### config.mk
export PLATFORM = sky130hd
export DESIGN_NAME = frame_reassembly_queue
export DESIGN_NICKNAME = d
export VERILOG_FILES = /design/src/hdl/frq_pkg.sv /design/src/hdl/frame_reassembly_queue.sv /design/src/hdl/frq_hdr_mem.sv
export SDC_FILE = /design/constraint.sdc
export NUM_CORES = 1
export LEC_CHECK = 0
export BUFFER_PORTS_ARGS = -buffer_cell sky130_fd_sc_hd__buf_4
export CAP_MARGIN = 25
export CORE_MARGIN = 4
export CORE_UTILIZATION = 45
export DETAILED_ROUTE_END_ITERATION = 16
export GPL_ROUTABILITY_DRIVEN = 1
export PLACE_DENSITY = 0.68
export SYNTH_ARGS = -nofsm -noshare
export SYNTH_HDL_FRONTEND = slang
export SYNTH_SLANG_ARGS = --single-unit
export TNS_END_PERCENT = 50
### constraint.sdc
create_clock -name clk -period 13.11 [get_ports clk]
set_input_delay 1.9665 -clock clk [delete_from_list [all_inputs] [get_ports clk]]
set_output_delay 1.9665 -clock clk [all_outputs]
set_load 0.01 [all_outputs]
### src/hdl/frq_pkg.sv
// Shared constants, types and codes of the frame reassembly queue.
package frq_pkg;

  // Ring depth; slot arithmetic wraps at a power of two.
  localparam int QDEPTH       = 16;
  localparam int AW           = $clog2(QDEPTH);
  localparam int OCW          = $clog2(QDEPTH + 1);
  localparam int MAX_FRAMES   = 8;
  localparam int FCW          = (MAX_FRAMES > 1) ? $clog2(MAX_FRAMES) : 1;
  localparam int HEADER_BYTES = 4;
  localparam int TOTW         = 11;
  localparam logic [11:0] MAX_PKT_RESET = 12'd1024;

  typedef struct packed {
    logic [7:0] dest;
    logic [7:0] msg;
    logic [7:0] frames_left;
    logic [7:0] length;
  } hdr_t;

  typedef enum logic [1:0] {
    OP_FRAME = 2'd0,
    OP_RECV  = 2'd1,
    OP_FLOW  = 2'd2,
    OP_CLEAR = 2'd3
  } opcode_t;

  typedef enum logic [3:0] {
    ST_STORED     = 4'd0,
    ST_FULL       = 4'd1,
    ST_MALFORMED  = 4'd2,
    ST_SEGMENT    = 4'd3,
    ST_EMPTY      = 4'd4,
    ST_INCOMPLETE = 4'd5,
    ST_BAD_SEQ    = 4'd6,
    ST_TOO_MANY   = 4'd7,
    ST_FLOW       = 4'd8
  } status_t;

  typedef struct packed {
    status_t          status;
    logic [AW-1:0]    slot;
    logic [7:0]       seg_length;
    logic [7:0]       dest;
    logic [7:0]       msg;
    logic [TOTW-1:0]  total;
    logic             flow;
    logic             last;
  } result_t;

endpackage

### src/hdl/frame_reassembly_queue.sv
// Top level of the frame reassembly queue: sequencer, ring pointers and result register.
//
// The block keeps a ring of 16 frame headers and answers one transaction at a time: in_tready
// is high only while the sequencer is idle. Frame arrivals, flow queries and receive requests
// on an empty ring pass from the idle state to the decode state, which waits for a free result
// register and loads their result into it; a queue reset also passes through the decode state
// and gives no result. A receive request walks the header ring through the single read port
// of the header memory, one entry per cycle, and then reads the entries again to emit one
// segment result per cycle whenever the result register is free. One result register sits on
// the output side; the sequencer waits to load a result whenever it is full and not being
// drained. The max_packet_bytes register is written through cfg_wr_en and cfg_wr_data and
// resets to 1024.
module frame_reassembly_queue (
  input  logic        clk,
  input  logic        rst_n,
  input  logic        in_tvalid,
  output logic        in_tready,
  // dest[7:0], msg[15:8], frames_left[23:16], payload_length[31:24],
  // received_length[40:32], zero fill [47:41]
  input  logic [47:0] in_tdata,
  // opcode[1:0]
  input  logic [1:0]  in_tuser,
  output logic        out_tvalid,
  input  logic        out_tready,
  // slot[3:0], seg_length[11:4], out_dest[19:12], out_msg[27:20],
  // pkt_total[38:28], flow[39]
  output logic [39:0] out_tdata,
  // status[3:0]
  output logic [3:0]  out_tuser,
  output logic        out_tlast,
  input  logic        cfg_wr_en,
  input  logic [11:0] cfg_wr_data
);

  localparam int AW   = frq_pkg::AW;
  localparam int OCW  = frq_pkg::OCW;
  localparam int FCW  = frq_pkg::FCW;
  localparam int TOTW = frq_pkg::TOTW;

  typedef enum logic [5:0] {
    S_IDLE    = 6'b000001,
    S_DECODE  = 6'b000010,
    S_CHECK   = 6'b000100,
    S_WALK    = 6'b001000,
    S_VERDICT = 6'b010000,
    S_EMIT    = 6'b100000
  } state_t;

  state_t            state_r, state_nxt;
  frq_pkg::opcode_t  op_r, op_nxt;
  logic [40:0]       item_r, item_nxt;
  logic [AW-1:0]     wp_r, wp_nxt;
  logic [OCW-1:0]    occ_r, occ_nxt;
  logic              lack_r, lack_nxt;
  logic [11:0]       max_r;
  logic [7:0]        hd_r, hd_nxt;
  logic [7:0]        hm_r, hm_nxt;
  logic [FCW-1:0]    fr_r, fr_nxt;
  logic [FCW-1:0]    cnt_r, cnt_nxt;
  logic [AW-1:0]     idx_r, idx_nxt;
  logic [TOTW-1:0]   total_r, total_nxt;
  logic              bad_r, bad_nxt;
  logic              out_valid_r;
  frq_pkg::result_t  out_r;
  frq_pkg::result_t  res_nxt;
  logic              res_load;

  logic              mem_wr_en;
  logic              mem_rd_en;
  logic [AW-1:0]     mem_rd_addr;
  frq_pkg::hdr_t     mem_wr_data;
  frq_pkg::hdr_t     rd;

  logic              out_free;
  logic [AW-1:0]     head;
  logic [FCW-1:0]    fl_expect;
  logic [7:0]        in_plen;
  logic [8:0]        in_rlen;

  frq_hdr_mem u_hdr_mem (
    .clk     (clk),
    .wr_en   (mem_wr_en),
    .wr_addr (wp_r),
    .wr_data (mem_wr_data),
    .rd_en   (mem_rd_en),
    .rd_addr (mem_rd_addr),
    .rd_data (rd)
  );

  assign in_plen  = item_r[31:24];
  assign in_rlen  = item_r[40:32];
  assign mem_wr_data = '{dest: item_r[7:0], msg: item_r[15:8],
                         frames_left: item_r[23:16], length: item_r[31:24]};

  // A new result may be loaded when the register is empty or being drained.
  assign out_free  = !out_valid_r || out_tready;
  // Oldest committed slot; a full ring wraps back onto the write pointer.
  assign head      = wp_r - occ_r[AW-1:0];
  // During the walk cnt_r never exceeds fr_r, so this cannot wrap.
  assign fl_expect = fr_r - cnt_r;

  always_comb begin
    state_nxt   = state_r;
    op_nxt      = op_r;
    item_nxt    = item_r;
    wp_nxt      = wp_r;
    occ_nxt     = occ_r;
    lack_nxt    = lack_r;
    hd_nxt      = hd_r;
    hm_nxt      = hm_r;
    fr_nxt      = fr_r;
    cnt_nxt     = cnt_r;
    idx_nxt     = idx_r;
    total_nxt   = total_r;
    bad_nxt     = bad_r;
    res_load    = 1'b0;
    res_nxt     = '0;
    mem_wr_en   = 1'b0;
    mem_rd_en   = 1'b0;
    mem_rd_addr = idx_r;

    unique case (state_r)
      S_IDLE: begin
        if (in_tvalid) begin
          op_nxt    = frq_pkg::opcode_t'(in_tuser);
          item_nxt  = in_tdata[40:0];
          state_nxt = S_DECODE;
        end
      end

      S_DECODE: begin
        unique case (op_r)
          frq_pkg::OP_FRAME: begin
            if (out_free) begin
              res_load     = 1'b1;
              res_nxt.last = 1'b1;
              state_nxt    = S_IDLE;
              if (occ_r == OCW'(frq_pkg::QDEPTH)) begin
                res_nxt.status = frq_pkg::ST_FULL;
              end else if ({1'b0, in_rlen} <
                           10'(frq_pkg::HEADER_BYTES) + {2'b00, in_plen}) begin
                res_nxt.status = frq_pkg::ST_MALFORMED;
              end else begin
                res_nxt.status = frq_pkg::ST_STORED;
                res_nxt.slot   = wp_r;
                mem_wr_en      = 1'b1;
                wp_nxt         = wp_r + AW'(1);
                occ_nxt        = occ_r + OCW'(1);
                lack_nxt       = 1'b0;
              end
            end
          end
          frq_pkg::OP_FLOW: begin
            if (out_free) begin
              res_load       = 1'b1;
              res_nxt.status = frq_pkg::ST_FLOW;
              res_nxt.flow   = (occ_r != '0) || lack_r;
              res_nxt.last   = 1'b1;
              state_nxt      = S_IDLE;
            end
          end
          frq_pkg::OP_CLEAR: begin
            wp_nxt    = '0;
            occ_nxt   = '0;
            lack_nxt  = 1'b0;
            state_nxt = S_IDLE;
          end
          frq_pkg::OP_RECV: begin
            if (occ_r == '0) begin
              if (out_free) begin
                res_load       = 1'b1;
                res_nxt.status = frq_pkg::ST_EMPTY;
                res_nxt.last   = 1'b1;
                state_nxt      = S_IDLE;
              end
            end else begin
              mem_rd_en   = 1'b1;
              mem_rd_addr = head;
              idx_nxt     = head;
              state_nxt   = S_CHECK;
            end
          end
        endcase
      end

      // The head entry is on the read port.
      S_CHECK: begin
        if ({1'b0, rd.frames_left} >= 9'(occ_r)) begin
          if (out_free) begin
            res_load       = 1'b1;
            res_nxt.status = frq_pkg::ST_INCOMPLETE;
            res_nxt.last   = 1'b1;
            lack_nxt       = 1'b1;
            state_nxt      = S_IDLE;
          end
        end else if (rd.frames_left >= 8'(frq_pkg::MAX_FRAMES)) begin
          if (out_free) begin
            res_load       = 1'b1;
            res_nxt.status = frq_pkg::ST_TOO_MANY;
            res_nxt.last   = 1'b1;
            occ_nxt        = occ_r - OCW'(1);
            state_nxt      = S_IDLE;
          end
        end else begin
          // The head always matches itself, so it is counted right away.
          hd_nxt    = rd.dest;
          hm_nxt    = rd.msg;
          fr_nxt    = FCW'(rd.frames_left);
          total_nxt = TOTW'(rd.length);
          bad_nxt   = 1'b0;
          if (rd.frames_left == 8'd0) begin
            state_nxt = S_VERDICT;
          end else begin
            cnt_nxt     = FCW'(1);
            idx_nxt     = idx_r + AW'(1);
            mem_rd_en   = 1'b1;
            mem_rd_addr = idx_r + AW'(1);
            state_nxt   = S_WALK;
          end
        end
      end

      // Entry cnt_r of the run is on the read port.
      S_WALK: begin
        if (rd.dest != hd_r || rd.msg != hm_r || rd.frames_left != 8'(fl_expect)) begin
          bad_nxt   = 1'b1;
          state_nxt = S_VERDICT;
        end else begin
          total_nxt = total_r + TOTW'(rd.length);
          if (cnt_r == fr_r) begin
            state_nxt = S_VERDICT;
          end else begin
            cnt_nxt     = cnt_r + FCW'(1);
            idx_nxt     = idx_r + AW'(1);
            mem_rd_en   = 1'b1;
            mem_rd_addr = idx_r + AW'(1);
          end
        end
      end

      S_VERDICT: begin
        if (bad_r || {1'b0, total_r} > max_r) begin
          if (out_free) begin
            res_load       = 1'b1;
            res_nxt.status = frq_pkg::ST_BAD_SEQ;
            res_nxt.last   = 1'b1;
            occ_nxt        = occ_r - OCW'(1);
            state_nxt      = S_IDLE;
          end
        end else begin
          mem_rd_en   = 1'b1;
          mem_rd_addr = head;
          idx_nxt     = head;
          cnt_nxt     = '0;
          state_nxt   = S_EMIT;
        end
      end

      // Segment cnt_r is on the read port; it is held until the result register frees.
      S_EMIT: begin
        if (out_free) begin
          res_load           = 1'b1;
          res_nxt.status     = frq_pkg::ST_SEGMENT;
          res_nxt.slot       = idx_r;
          res_nxt.seg_length = rd.length;
          res_nxt.dest       = hd_r;
          res_nxt.msg        = hm_r;
          res_nxt.total      = total_r;
          res_nxt.last       = (cnt_r == fr_r);
          if (cnt_r == fr_r) begin
            occ_nxt   = occ_r - (OCW'(fr_r) + OCW'(1));
            state_nxt = S_IDLE;
          end else begin
            cnt_nxt     = cnt_r + FCW'(1);
            idx_nxt     = idx_r + AW'(1);
            mem_rd_en   = 1'b1;
            mem_rd_addr = idx_r + AW'(1);
          end
        end
      end

      default: begin
        state_nxt = S_IDLE;
      end
    endcase
  end

  always_ff @(posedge clk) begin
    if (!rst_n) begin
      state_r     <= S_IDLE;
      wp_r        <= '0;
      occ_r       <= '0;
      lack_r      <= 1'b0;
      max_r       <= frq_pkg::MAX_PKT_RESET;
      out_valid_r <= 1'b0;
    end else begin
      state_r <= state_nxt;
      wp_r    <= wp_nxt;
      occ_r   <= occ_nxt;
      lack_r  <= lack_nxt;
      if (cfg_wr_en) begin
        max_r <= cfg_wr_data;
      end
      if (res_load) begin
        out_valid_r <= 1'b1;
      end else if (out_tready) begin
        out_valid_r <= 1'b0;
      end
    end
  end

  // Working registers of the sequencer carry payload only.
  always_ff @(posedge clk) begin
    op_r    <= op_nxt;
    item_r  <= item_nxt;
    hd_r    <= hd_nxt;
    hm_r    <= hm_nxt;
    fr_r    <= fr_nxt;
    cnt_r   <= cnt_nxt;
    idx_r   <= idx_nxt;
    total_r <= total_nxt;
    bad_r   <= bad_nxt;
    if (res_load) begin
      out_r <= res_nxt;
    end
  end

  assign in_tready  = (state_r == S_IDLE);
  assign out_tvalid = out_valid_r;
  assign out_tuser  = out_r.status;
  assign out_tdata  = {out_r.flow, out_r.total, out_r.msg, out_r.dest,
                       out_r.seg_length, out_r.slot};
  assign out_tlast  = out_r.last;

`ifndef SYNTH
  // The ring never holds more frames than it has slots.
  a_occ_bound: assert property (@(posedge clk) disable iff (!rst_n)
    occ_r <= OCW'(frq_pkg::QDEPTH))
    else $error("occupancy above ring depth");

  // The emit pass never runs past the last frame of the run.
  a_emit_bound: assert property (@(posedge clk) disable iff (!rst_n)
    (state_r == S_EMIT) |-> (cnt_r <= fr_r))
    else $error("segment index beyond run length");

  // A header write always commits exactly one frame.
  a_commit: assert property (@(posedge clk) disable iff (!rst_n)
    mem_wr_en |=> (occ_r == $past(occ_r) + OCW'(1)))
    else $error("header write without occupancy step");

  // A result is only loaded when the output register can take it.
  a_no_overwrite: assert property (@(posedge clk) disable iff (!rst_n)
    res_load |-> (!out_valid_r || out_tready))
    else $error("result register overwritten");
`endif

endmodule

### src/hdl/frq_hdr_mem.sv
// Header ring storage: one write port and one registered read port.
module frq_hdr_mem (
  input  logic                     clk,
  input  logic                     wr_en,
  input  logic [frq_pkg::AW-1:0]   wr_addr,
  input  frq_pkg::hdr_t            wr_data,
  input  logic                     rd_en,
  input  logic [frq_pkg::AW-1:0]   rd_addr,
  output frq_pkg::hdr_t            rd_data
);

  frq_pkg::hdr_t mem [frq_pkg::QDEPTH];
  frq_pkg::hdr_t rd_data_r;

  always_ff @(posedge clk) begin
    if (wr_en) begin
      mem[wr_addr] <= wr_data;
    end
  end

  // Read data holds while no read is issued.
  always_ff @(posedge clk) begin
    if (rd_en) begin
      rd_data_r <= mem[rd_addr];
    end
  end

  assign rd_data = rd_data_r;

endmodule
==> metrics, run 1 <==
critical path required time=13,430 ps; Worst-Skew Late Latency=610 ps; Root Buffer=clkbuf_16; synthesized area=0.02819 mm²; clock skew=20.11 ps; Synth Net Count=1,751; fin util=52.71%; maximum clock insertion buffer count=3; Setup-failing EPs final=0; slowest stage delay, CP=900 ps; nets@finish=1,884; final slew viol count=0; Bufs and invs on worst path=4; DRC Markers=0; Yosys warning count=0; leak pwr=11.01 nW; DRT antenna net count=0; share of layout cells above drive strength 1=21.33%; Post-synth top flop=edfxtp_1; CP top delay family=buffers and inverters; hold-fix buffer count after cts=0; Final period util=45.18%; critical path's most frequent cell=buf_4; DR vias=15,070; flop2flop setup slack=7190 ps; Netlist cell types=74; H-tree depth=3; flip-flop and latch count after synthesis=699; initial antenna violation count=0; RePlAce Congestion=0.8612; first-pass GRT wire length=94,220 µm; placed cell area=0.03002 mm²; Initial Util=45.60%; Core Box Area=0.06183 mm²; Worst Setup End Kind=flip-flop; CP max FO=93; CP cell instances=inv_1 > ha_1 > a2111oi_2 > o21bai_1 > nor3_1 > a211o_1 > a2bb2oi_1 > and2_1 > buf_4 > inv_6 > buf_4 > mux4_2 > a22oi_1 > nand3_1; 1st-iter DRT viols=1,310; Total GRT Usage=18.60%; Final Non-Filler Cells=2,661; syn_area_per_cell=17.29 µm²; Slew HR=27.62%; # port buffers=106; die area=0.06672 mm²; total global routing overflow=0; CP max stage cell=buf_4; Clock Sinks=699; Final TNS setup=0 ps; CTS buffer count=72; setup bufs post-CTS=0; Area Growth Syn to Fin=15.58%; Startpoint Class=flip-flop; CTS tree=yes; largest net degree at the start of global routing=94; unrepaired setup endpoints after global routing=no; Die Width=258.3 µm; wire per inst=23.30 µm; post-cts resize count=0; DR pass1 iterations=5; async set or reset register ratio after synthesis=0%; Post-synth EDFFs=666; MaxCap Viol Count=0; Critical path origin=occ_r[1]; Boundary Pins=114; HPWL after DPL=35,890 µm; pwr/cell area=173.8 mW/mm²; Die Y=258.3 µm; total wire length=62,010 µm; status=finished, final reports clean; vias in the first global route=15,210; Critical R2R Launch=occ_r[1]; crit path time final=5923 ps; Gate Count Post-Synth=1,631; setup slack at placement=6819 ps; n_diodes=0; Hold WC Path Type=flip-flop to flip-flop; fill count=4,850; Worst-Margin Slew=1086 ps; worst vdd ir=98.40 µV; Max Fclk=0.1688 GHz; clock transition at the registers of the reported paths=70 ps; num rows=91; hold violation total from the final report=0; kind of critical path=flip-flop to flip-flop; Hold Crit Start=u_hdr_mem.rd_data[27]; sequential-to-total area share from yosys stat=73.28%; WP data arrival=6250 ps; Setup WS post-layout=7187 ps; drt via density=5.664; final instance area=0.03259 mm²; DP Cell Count=2,527
cell type report:
class,instances,area [µm²],share of cell area (%)
sequential,699,20660,63.40
clock buffer,84,1889,5.798
timing repair buffer,141,1066,3.271
multi-input combinational,807,7082,21.73
inverter,43,166.4,0.5107
clock inverter,50,675.6,2.073
tap,837,1047,3.214
layout by cell type (no fill, tap or decap), drive strengths merged, types with 38 or more instances in the layout:
master  synthesis  routed
ha             49      49
edfxtp        666     666
mux4           96      96
inv            43      48
clkbuf         44      84
nor2           65      65
nand3          52      52
and3           38      38
nand2         110     110
mux2i          44      44
a21oi          70      70
buf            38     141
Yosys cell counts (7+ instances only):
| cell | n | area share [%] |
|---|---|---|
| a21o_1 | 13 | 0.35 |
| a21oi_1 | 70 | 1.2 |
| a221o_1 | 33 | 1.2 |
| a22oi_1 | 31 | 0.83 |
| and2_1 | 8 | 0.18 |
| and3_1 | 38 | 0.84 |
| buf_2 | 22 | 0.39 |
| clkbuf_1 | 44 | 0.59 |
| dfxtp_1 | 33 | 2.3 |
| edfxtp_1 | 666 | 71 |
| ha_1 | 49 | 2.2 |
| inv_1 | 41 | 0.55 |
| mux2i_1 | 44 | 1.6 |
| mux4_2 | 96 | 7.7 |
| nand2_1 | 110 | 1.5 |
| nand2b_1 | 11 | 0.24 |
| nand3_1 | 52 | 0.92 |
| nand4_1 | 14 | 0.31 |
| nor2_1 | 60 | 0.80 |
| nor2b_1 | 8 | 0.18 |
| nor3_1 | 20 | 0.36 |
| o21ai_0 | 23 | 0.41 |
| o31ai_1 | 7 | 0.19 |
| xnor2_1 | 26 | 0.81 |
| xor2_1 | 14 | 0.43 |
stage by stage:
step                total power, mW  hold slack (ps)
finish                        5.663            473.9
global route                  5.890            483.6
CTS                           5.719            478.1
detailed placement            3.532            463.8
global placement              3.508            456.5
floorplan                     3.312            448.7
metal layers:
metal  vias up  share of wire [%]  routed length, µm  track usage [%]
met3        97                6.8               4188            3.059
met1      7671                 41              25730            25.59
met2       572                 50              30700            31.27
li1       6733                  -                  -                -
met5         -                  0                  0                0
met4         0                2.2               1389            4.888
worst reg2reg max path: stages (launching register included):
cell and delay, ps:
dfxtp_1 550, inv_1 280, ha_1 380, a2111oi_2 350, o21bai_1 280, nor3_1 430
a211o_1 210, a2bb2oi_1 80, and2_1 150, buf_4 300, inv_6 800, buf_4 990
mux4_2 460, a22oi_1 230, nand3_1 160
worst paths after layout:
| check | end | cells after the start |
|---|---|---|
| hold / removal | hd_r[3] | 0 |
| setup reg to reg | u_hdr_mem.rd_data[21] | 14 |
| setup / recovery | u_hdr_mem.rd_data[21] | 14 |
| hold reg to reg | hd_r[3] | 0 |
flip-flops by register name, summed over array words and instances, names as in the netlist, 3 cells and up:
signal,count
u_hdr_mem.mem,512
item_r,41
out_tdata,40
u_hdr_mem.rd_data,32
max_r,12
total_r,11
hd_r,8
hm_r,8
state_r,6
occ_r,5
idx_r,4
out_tuser,4
wp_r,4
cnt_r,3
fr_r,3
power breakdown:
part	total (mW)	internal (mW)	switching [mW]
logic	0.922	0.412	0.510
registers	2.55	2.51	0.0477
clock network	2.19	1.34	0.849
cells by family after synthesis:
kind of cell / count (synthesis) / share of synthesized area [%]
AOI/OAI and AO/OA: 224 / 5.552
xor gates and xnor gates: 41 / 1.300
adders and majority gates: 53 / 2.459
buffers and inverters: 125 / 2.095
DFF: 699 / 73.28
muxes: 140 / 9.231
and+or+nand+nor: 349 / 6.085
Note: power is estimated with default switching activity, not from simulation.
==> run 2, diff against run 1 <==
PLACE_DENSITY = 0.71   (was 0.68)
clock period = 5.4 ns   (was 13.11 ns; I/O delays follow)
==> metrics, run 2 (synthesis results as in run 1) <==
hold-fix buffer count after cts=0 (unchanged); Slew HR=30.88% (was 27.62%); commonest non-fill, non-tap cell in the layout=edfxtp_1 (unchanged); Clock Sinks=699 (unchanged); HPWL after DPL=36,090 µm (was 35,890 µm); Final Non-Filler Cells=2,653 (was 2,661); Die Y=258.3 µm (unchanged); largest net degree at the start of global routing=46 (was 94); 1st-iter DRT viols=1,409 (was 1,310); setup bufs post-CTS=0 (unchanged); drt via density=5.734 (was 5.664); leak pwr=10.86 nW (was 11.01 nW); CP max FO=44 (was 93); worst vdd ir=223.5 µV (was 98.40 µV); Hold Crit Start=in_tdata[34] (was u_hdr_mem.rd_data[27]); H-tree depth=3 (unchanged); CTS buffer count=72 (unchanged); Core Box Area=0.06183 mm² (unchanged); max FFs per register=512 (unchanged); RePlAce Congestion=0.8724 (was 0.8612); Boundary Pins=114 (unchanged); fin util=52.31% (was 52.71%); Worst-Skew Late Latency=620 ps (was 610 ps); Critical path origin=u_hdr_mem.rd_data[8] (was occ_r[1]); vias in the first global route=15,800 (was 15,210); n_diodes=0 (unchanged); Initial Util=45.60% (unchanged); DR pass1 iterations=5 (unchanged); total global routing overflow=0 (unchanged); pwr/cell area=407.6 mW/mm² (was 173.8 mW/mm²); Setup-failing EPs final=0 (unchanged); hold violation total from the final report=0 (unchanged); final slew viol count=0 (unchanged); WP data arrival=4910 ps (was 6250 ps); DRC Markers=0 (unchanged); clock transition at the registers of the reported paths=60 ps (was 70 ps); critical path required time=5740 ps (was 13,430 ps); Hold WC Path Type=primary input to flip-flop (was flip-flop to flip-flop); wire per inst=23.80 µm (was 23.30 µm); CTS tree=yes (unchanged); DP Cell Count=2,528 (was 2,527); maximum clock insertion buffer count=3 (unchanged); first-pass GRT wire length=95,890 µm (was 94,220 µm); Total GRT Usage=18.84% (was 18.60%); total wire length=63,150 µm (was 62,010 µm); unrepaired setup endpoints after global routing=no (unchanged); num rows=91 (unchanged); nets@finish=1,885 (was 1,884); Max Fclk=0.2190 GHz (was 0.1688 GHz); clock skew=28.75 ps (was 20.11 ps); initial antenna violation count=1 (was 0); Startpoint Class=flip-flop (unchanged); Most flops, register=u_hdr_mem.mem (unchanged); Worst-Margin Slew=1037 ps (was 1086 ps); kind of critical path=flip-flop to flip-flop (unchanged); Power, Total=13.18 mW (was 5.663 mW); Die Width=258.3 µm (unchanged); crit path time final=4567 ps (was 5923 ps); # port buffers=106 (unchanged); Final period util=84.57% (was 45.18%); Final TNS setup=0 ps (unchanged); slowest stage delay, CP=540 ps (was 900 ps); die area=0.06672 mm² (unchanged); Critical R2R Launch=u_hdr_mem.rd_data[8] (was occ_r[1]); DR vias=15,210 (was 15,070); MaxCap Viol Count=0 (unchanged); most frequent cells in the layout=edfxtp_1, buf_4, nand2_1 (unchanged); CP cell instances=inv_1 > ha_1 > nand2b_1 > a2111oi_2 > o21bai_1 > nor3_1 > a211o_1 > a2bb2oi_1 > and2_1 > inv_6 > buf_12 > mux4_2 > a22oi_1 > nand3_1 (was inv_1 > ha_1 > a2111oi_2 > o21bai_1 > nor3_1 > a211o_1 > a2bb2oi_1 > and2_1 > buf_4 > inv_6 > buf_4 > mux4_2 > a22oi_1 > nand3_1); post-cts resize count=0 (unchanged); share of layout cells above drive strength 1=20.54% (was 21.33%); Area Growth Syn to Fin=14.72% (was 15.58%); DRT antenna net count=0 (unchanged); Root Buffer=clkbuf_16 (unchanged); Worst Setup End Kind=flip-flop (unchanged); status=finished, final reports clean (unchanged); CP max stage cell=edfxtp_1 (was buf_4)
[run 2: where the power goes]
group	switching (mW)	internal, mW	leakage (nW)
sequential	0.120	6.08	6.27
clock	2.04	2.64	1.07
combinational	1.26	1.04	3.51
[run 2: final cells by class]
type / count / area (µm²)
inverter: 43 / 166.4
sequential: 699 / 20660
clock inverter: 38 / 352.8
clock buffer: 87 / 1868
tap: 837 / 1047
timing repair buffer: 142 / 1166
multi-input combinational: 807 / 7082
fill: 4877 / 29480
[run 2: path summary, 6_finish.rpt]
path         slack (ps)  cells after the start                    end
max reg2reg         830                     14  u_hdr_mem.rd_data[20]
min                 370                      1             item_r[34]
max                 830                     14  u_hdr_mem.rd_data[20]
min reg2reg         470                      0                hd_r[2]
[run 2: per-layer routing]
metal  track usage, %  up-vias  part of all wire, %
met4            5.712        0                  2.8
met2            31.49      604                   49
met1            25.46     7746                   41
li1                 -     6744                    -
met3            3.547      118                  6.7
met5                0        -                    0
[run 2: critical path, delay by kind of cell (launching register included)]
kind	cells	cell delay [ps]
mux	1	350
compound gates	5	1350
flops	1	540
fa+ha+maj	1	270
simple gates	4	1000
buf+inv	3	750
[run 2: stage by stage]
step	hold slack, ps	area [µm²]	worst slack [ps]
after CTS	337.9	32340	864.3
after detailed placement	459.4	30120	911.9
after global routing	336.9	32340	515.0
after floorplan	448.7	28190	273.4
final	369.4	32340	833.0
after global placement	457.3	30120	951.0
==> run 3, diff against run 2 <==
ABC_AREA = 1   (was unset)
PLACE_DENSITY = 0.68   (was 0.71)
clock period = 4.8 ns   (was 5.4 ns; I/O delays follow)
==> metrics, run 3 <==
post-synthesis simple-gate area fraction=20.31% (was 6.084%); Post-synth EDFFs=666 (unchanged); total global routing overflow=0 (unchanged); DRC Markers=0 (unchanged); crit path capture=u_hdr_mem.rd_data[16] (was u_hdr_mem.rd_data[20]); die area=0.07428 mm² (was 0.06672 mm²); unrepaired setup endpoints after global routing=no (unchanged); flop2flop setup slack=580 ps (was 830 ps); post-cts resize count=0 (unchanged); flip-flop and latch count after synthesis=699 (unchanged); status=finished, final reports clean (unchanged); worst vdd ir=327.2 µV (was 223.5 µV); Core Box Area=0.06895 mm² (was 0.06183 mm²); setup slack at placement=557.2 ps (was 911.9 ps); slowest stage delay, CP=500 ps (was 540 ps); num rows=96 (was 91); DP Cell Count=3,899 (was 2,528); Boundary Pins=114 (unchanged); WHS Path Cells=1 (unchanged); hold-fix buffer count after cts=0 (unchanged); CP max stage cell=fa_1 (was edfxtp_1); CTS buffer count=75 (was 72); vias in the first global route=19,870 (was 15,800); Final Non-Filler Cells=4,036 (was 2,653); final instance area=0.03616 mm² (was 0.03234 mm²); Post-synth top flop=edfxtp_1 (unchanged); Power, Total=17.45 mW (was 13.18 mW); final slew viol count=0 (unchanged); most frequent cell after synthesis=edfxtp_1 (unchanged); clock transition at the registers of the reported paths=60 ps (about the same); Netlist cell types=45 (was 74); leak pwr=14.73 nW (was 10.86 nW); commonest non-fill, non-tap cell in the layout=edfxtp_1 (unchanged); CTS tree=yes (unchanged); worst r2r dst=u_hdr_mem.rd_data[16] (was u_hdr_mem.rd_data[20]); Yosys warning count=0 (unchanged); first-pass GRT wire length=114,800 µm (was 95,890 µm); DR pass1 iterations=7 (was 5); DRT antenna net count=0 (unchanged); nets@finish=3,166 (was 1,885); mux share of post-synthesis cell area=0% (was 9.231%); hold violation total from the final report=0 (unchanged); R2R depth=21 (was 14); maximum clock insertion buffer count=3 (unchanged); max FFs per register=512 (unchanged); Worst Setup End Kind=flip-flop (unchanged); Setup WS post-layout=577.1 ps (was 833.0 ps); DR vias=21,220 (was 15,210); pwr/cell area=482.4 mW/mm² (was 407.6 mW/mm²); CP cell instances=ha_1 > fa_1 > inv_1 > nand2_1 > nand2_1 > nor2_1 > nand2_1 > nor2_1 > nand4_1 > nand2_1 > nand2_1 > nand2_1 > nor2_1 > nand3_4 > buf_12 > buf_4 > nand3b_1 > nand3_1 > nand3_1 > nand3_1 > nand2_1 (was inv_1 > ha_1 > nand2b_1 > a2111oi_2 > o21bai_1 > nor3_1 > a211o_1 > a2bb2oi_1 > and2_1 > inv_6 > buf_12 > mux4_2 > a22oi_1 > nand3_1); Synth top area share=63.51% (was 70.94%); largest family of logic cells by synthesized area=simple AND/OR/NAND/NOR gates (was multiplexers); Gate Count Post-Synth=2,936 (was 1,631); synthesized area=0.03149 mm² (was 0.02819 mm²); H-tree depth=3 (unchanged); largest cells by area after synthesis=edfxtp_1, nand3_1, inv_1 (was edfxtp_1, mux4_2, dfxtp_1); Die Width=272.5 µm (was 258.3 µm); complex-gate fraction of the synthesized area=2.416% (was 5.552%); Initial Util=45.67% (was 45.60%); Area Growth Syn to Fin=14.84% (was 14.72%); Hold WC Path Type=primary input to flip-flop (unchanged); Most flops, register=u_hdr_mem.mem (unchanged); WP data arrival=4530 ps (was 4910 ps); largest net degree at the start of global routing=87 (was 46); Die Y=272.5 µm (was 258.3 µm); Total GRT Usage=19.95% (was 18.84%); critical path's most frequent cell=nand2_1; most frequent cells in the layout=edfxtp_1, nand3_1, inv_1 (was edfxtp_1, buf_4, nand2_1); Critical R2R Launch=cnt_r[0] (was u_hdr_mem.rd_data[8]); sequential-to-total area share from yosys stat=65.61% (was 73.28%); crit path time final=4223 ps (was 4567 ps); kind of critical path=flip-flop to flip-flop (unchanged); Slew HR=47.16% (was 30.88%); initial antenna violation count=0 (was 1); Clock Sinks=699 (unchanged); Startpoint Class=flip-flop (unchanged); cell accounting for the most synthesized area=edfxtp_1 (unchanged); adder-cell area share of the yosys netlist=2.201% (was 2.459%); drt via density=5.258 (was 5.734); 1st-iter DRT viols=2,024 (was 1,409); critical path required time=5100 ps (was 5740 ps); Final TNS setup=0 ps (unchanged); RePlAce Congestion=0.8789 (was 0.8724); Setup-failing EPs final=0 (unchanged); Root Buffer=clkbuf_16 (unchanged); placed cell area=0.03375 mm² (was 0.03012 mm²); clock skew=22.97 ps (was 28.75 ps); Final period util=87.98% (was 84.57%); total wire length=75,370 µm (was 63,150 µm); CP max FO=60 (was 44); fill count=5,918 (was 4,877); Max Fclk=0.2368 GHz (was 0.2190 GHz); share of layout cells above drive strength 1=10.47% (was 20.54%); async set or reset register ratio after synthesis=0% (unchanged); MaxCap Viol Count=0 (unchanged); HPWL after DPL=43,960 µm (was 36,090 µm); setup bufs post-CTS=0 (unchanged); Worst-Skew Late Latency=620 ps (about the same); syn_area_per_cell=10.73 µm² (was 17.29 µm²); Commonest cells post-synth=edfxtp_1, nand3_1, inv_1, nand2_1, nand3b_1 (was edfxtp_1, nand2_1, mux4_2, a21oi_1, nor2_1); Synth Net Count=3,056 (was 1,751); Worst-Margin Slew=792.6 ps (was 1037 ps); wire per inst=18.67 µm (was 23.80 µm); Synth Area in XOR/XNOR=0.5284% (was 1.300%); Critical path origin=cnt_r[0] (was u_hdr_mem.rd_data[8]); # port buffers=106 (unchanged)
==> run 3: area by class of cell <==
class                           instances  area, µm²  share of cell area [%]
Sequential cell                       699      20660                   57.13
Timing Repair Buffer                  175       1689                   4.671
Clock buffer                           95       2036                   5.629
Inverter                              544       2042                   5.646
Clock inverter                         39      351.6                  0.9722
Multi-Input combinational cell       1551       8217                   22.72
Antenna cell                            2      5.005                 0.01384
Tap cell                              931       1165                   3.221
==> run 3: worst min-delay path by stage <==
stage / start / end
2_1_floorplan: lack_r / lack_r
3_5_place_dp: lack_r / lack_r
4_1_cts: in_tdata[35] / item_r[35]
3_3_place_gp: lack_r / lack_r
6_report: in_tdata[32] / item_r[32]
5_1_grt: in_tdata[19] / item_r[19]
==> run 3: cell families after synthesis <==
group / Yosys count
buffers and inverters: 686
flip-flops: 699
AND/OR/NAND/NOR: 1342
AO/OA/AOI/OAI: 137
adder cells (fa/ha/maj): 53
XOR/XNOR: 19
==> run 3: layer usage <==
layer  routed length (µm)  GRT usage (%)
met5                    0              0
met4                 1851          6.072
met3                 5894          3.705
met2                36090          33.32
met1                31540          26.74
==> run 3: stage by stage <==
stage                     utilization [%]  hold WS, ps
after floorplan                         -        425.7
after global placement              48.90        440.0
after detailed placement            48.95        437.6
after CTS                           52.42        232.8
after global routing                52.45        240.7
final                               52.45        269.8
==> run 3: worst max-delay path: cells and delay by family (launching register included) <==
family                     cells  cell delay [ps]
adders and majority gates      2              720
buffers and inverters          3              740
DFF                            1              440
and+or+nand+nor               16             1940
==> run 3: report_power, final <==
group / leakage, nW / switching [mW] / internal, mW / total (mW)
clock: 1.15 / 2.33 / 3.27 / 5.60
combinational: 7.27 / 3.20 / 1.49 / 4.69
sequential: 6.30 / 0.185 / 6.96 / 7.15
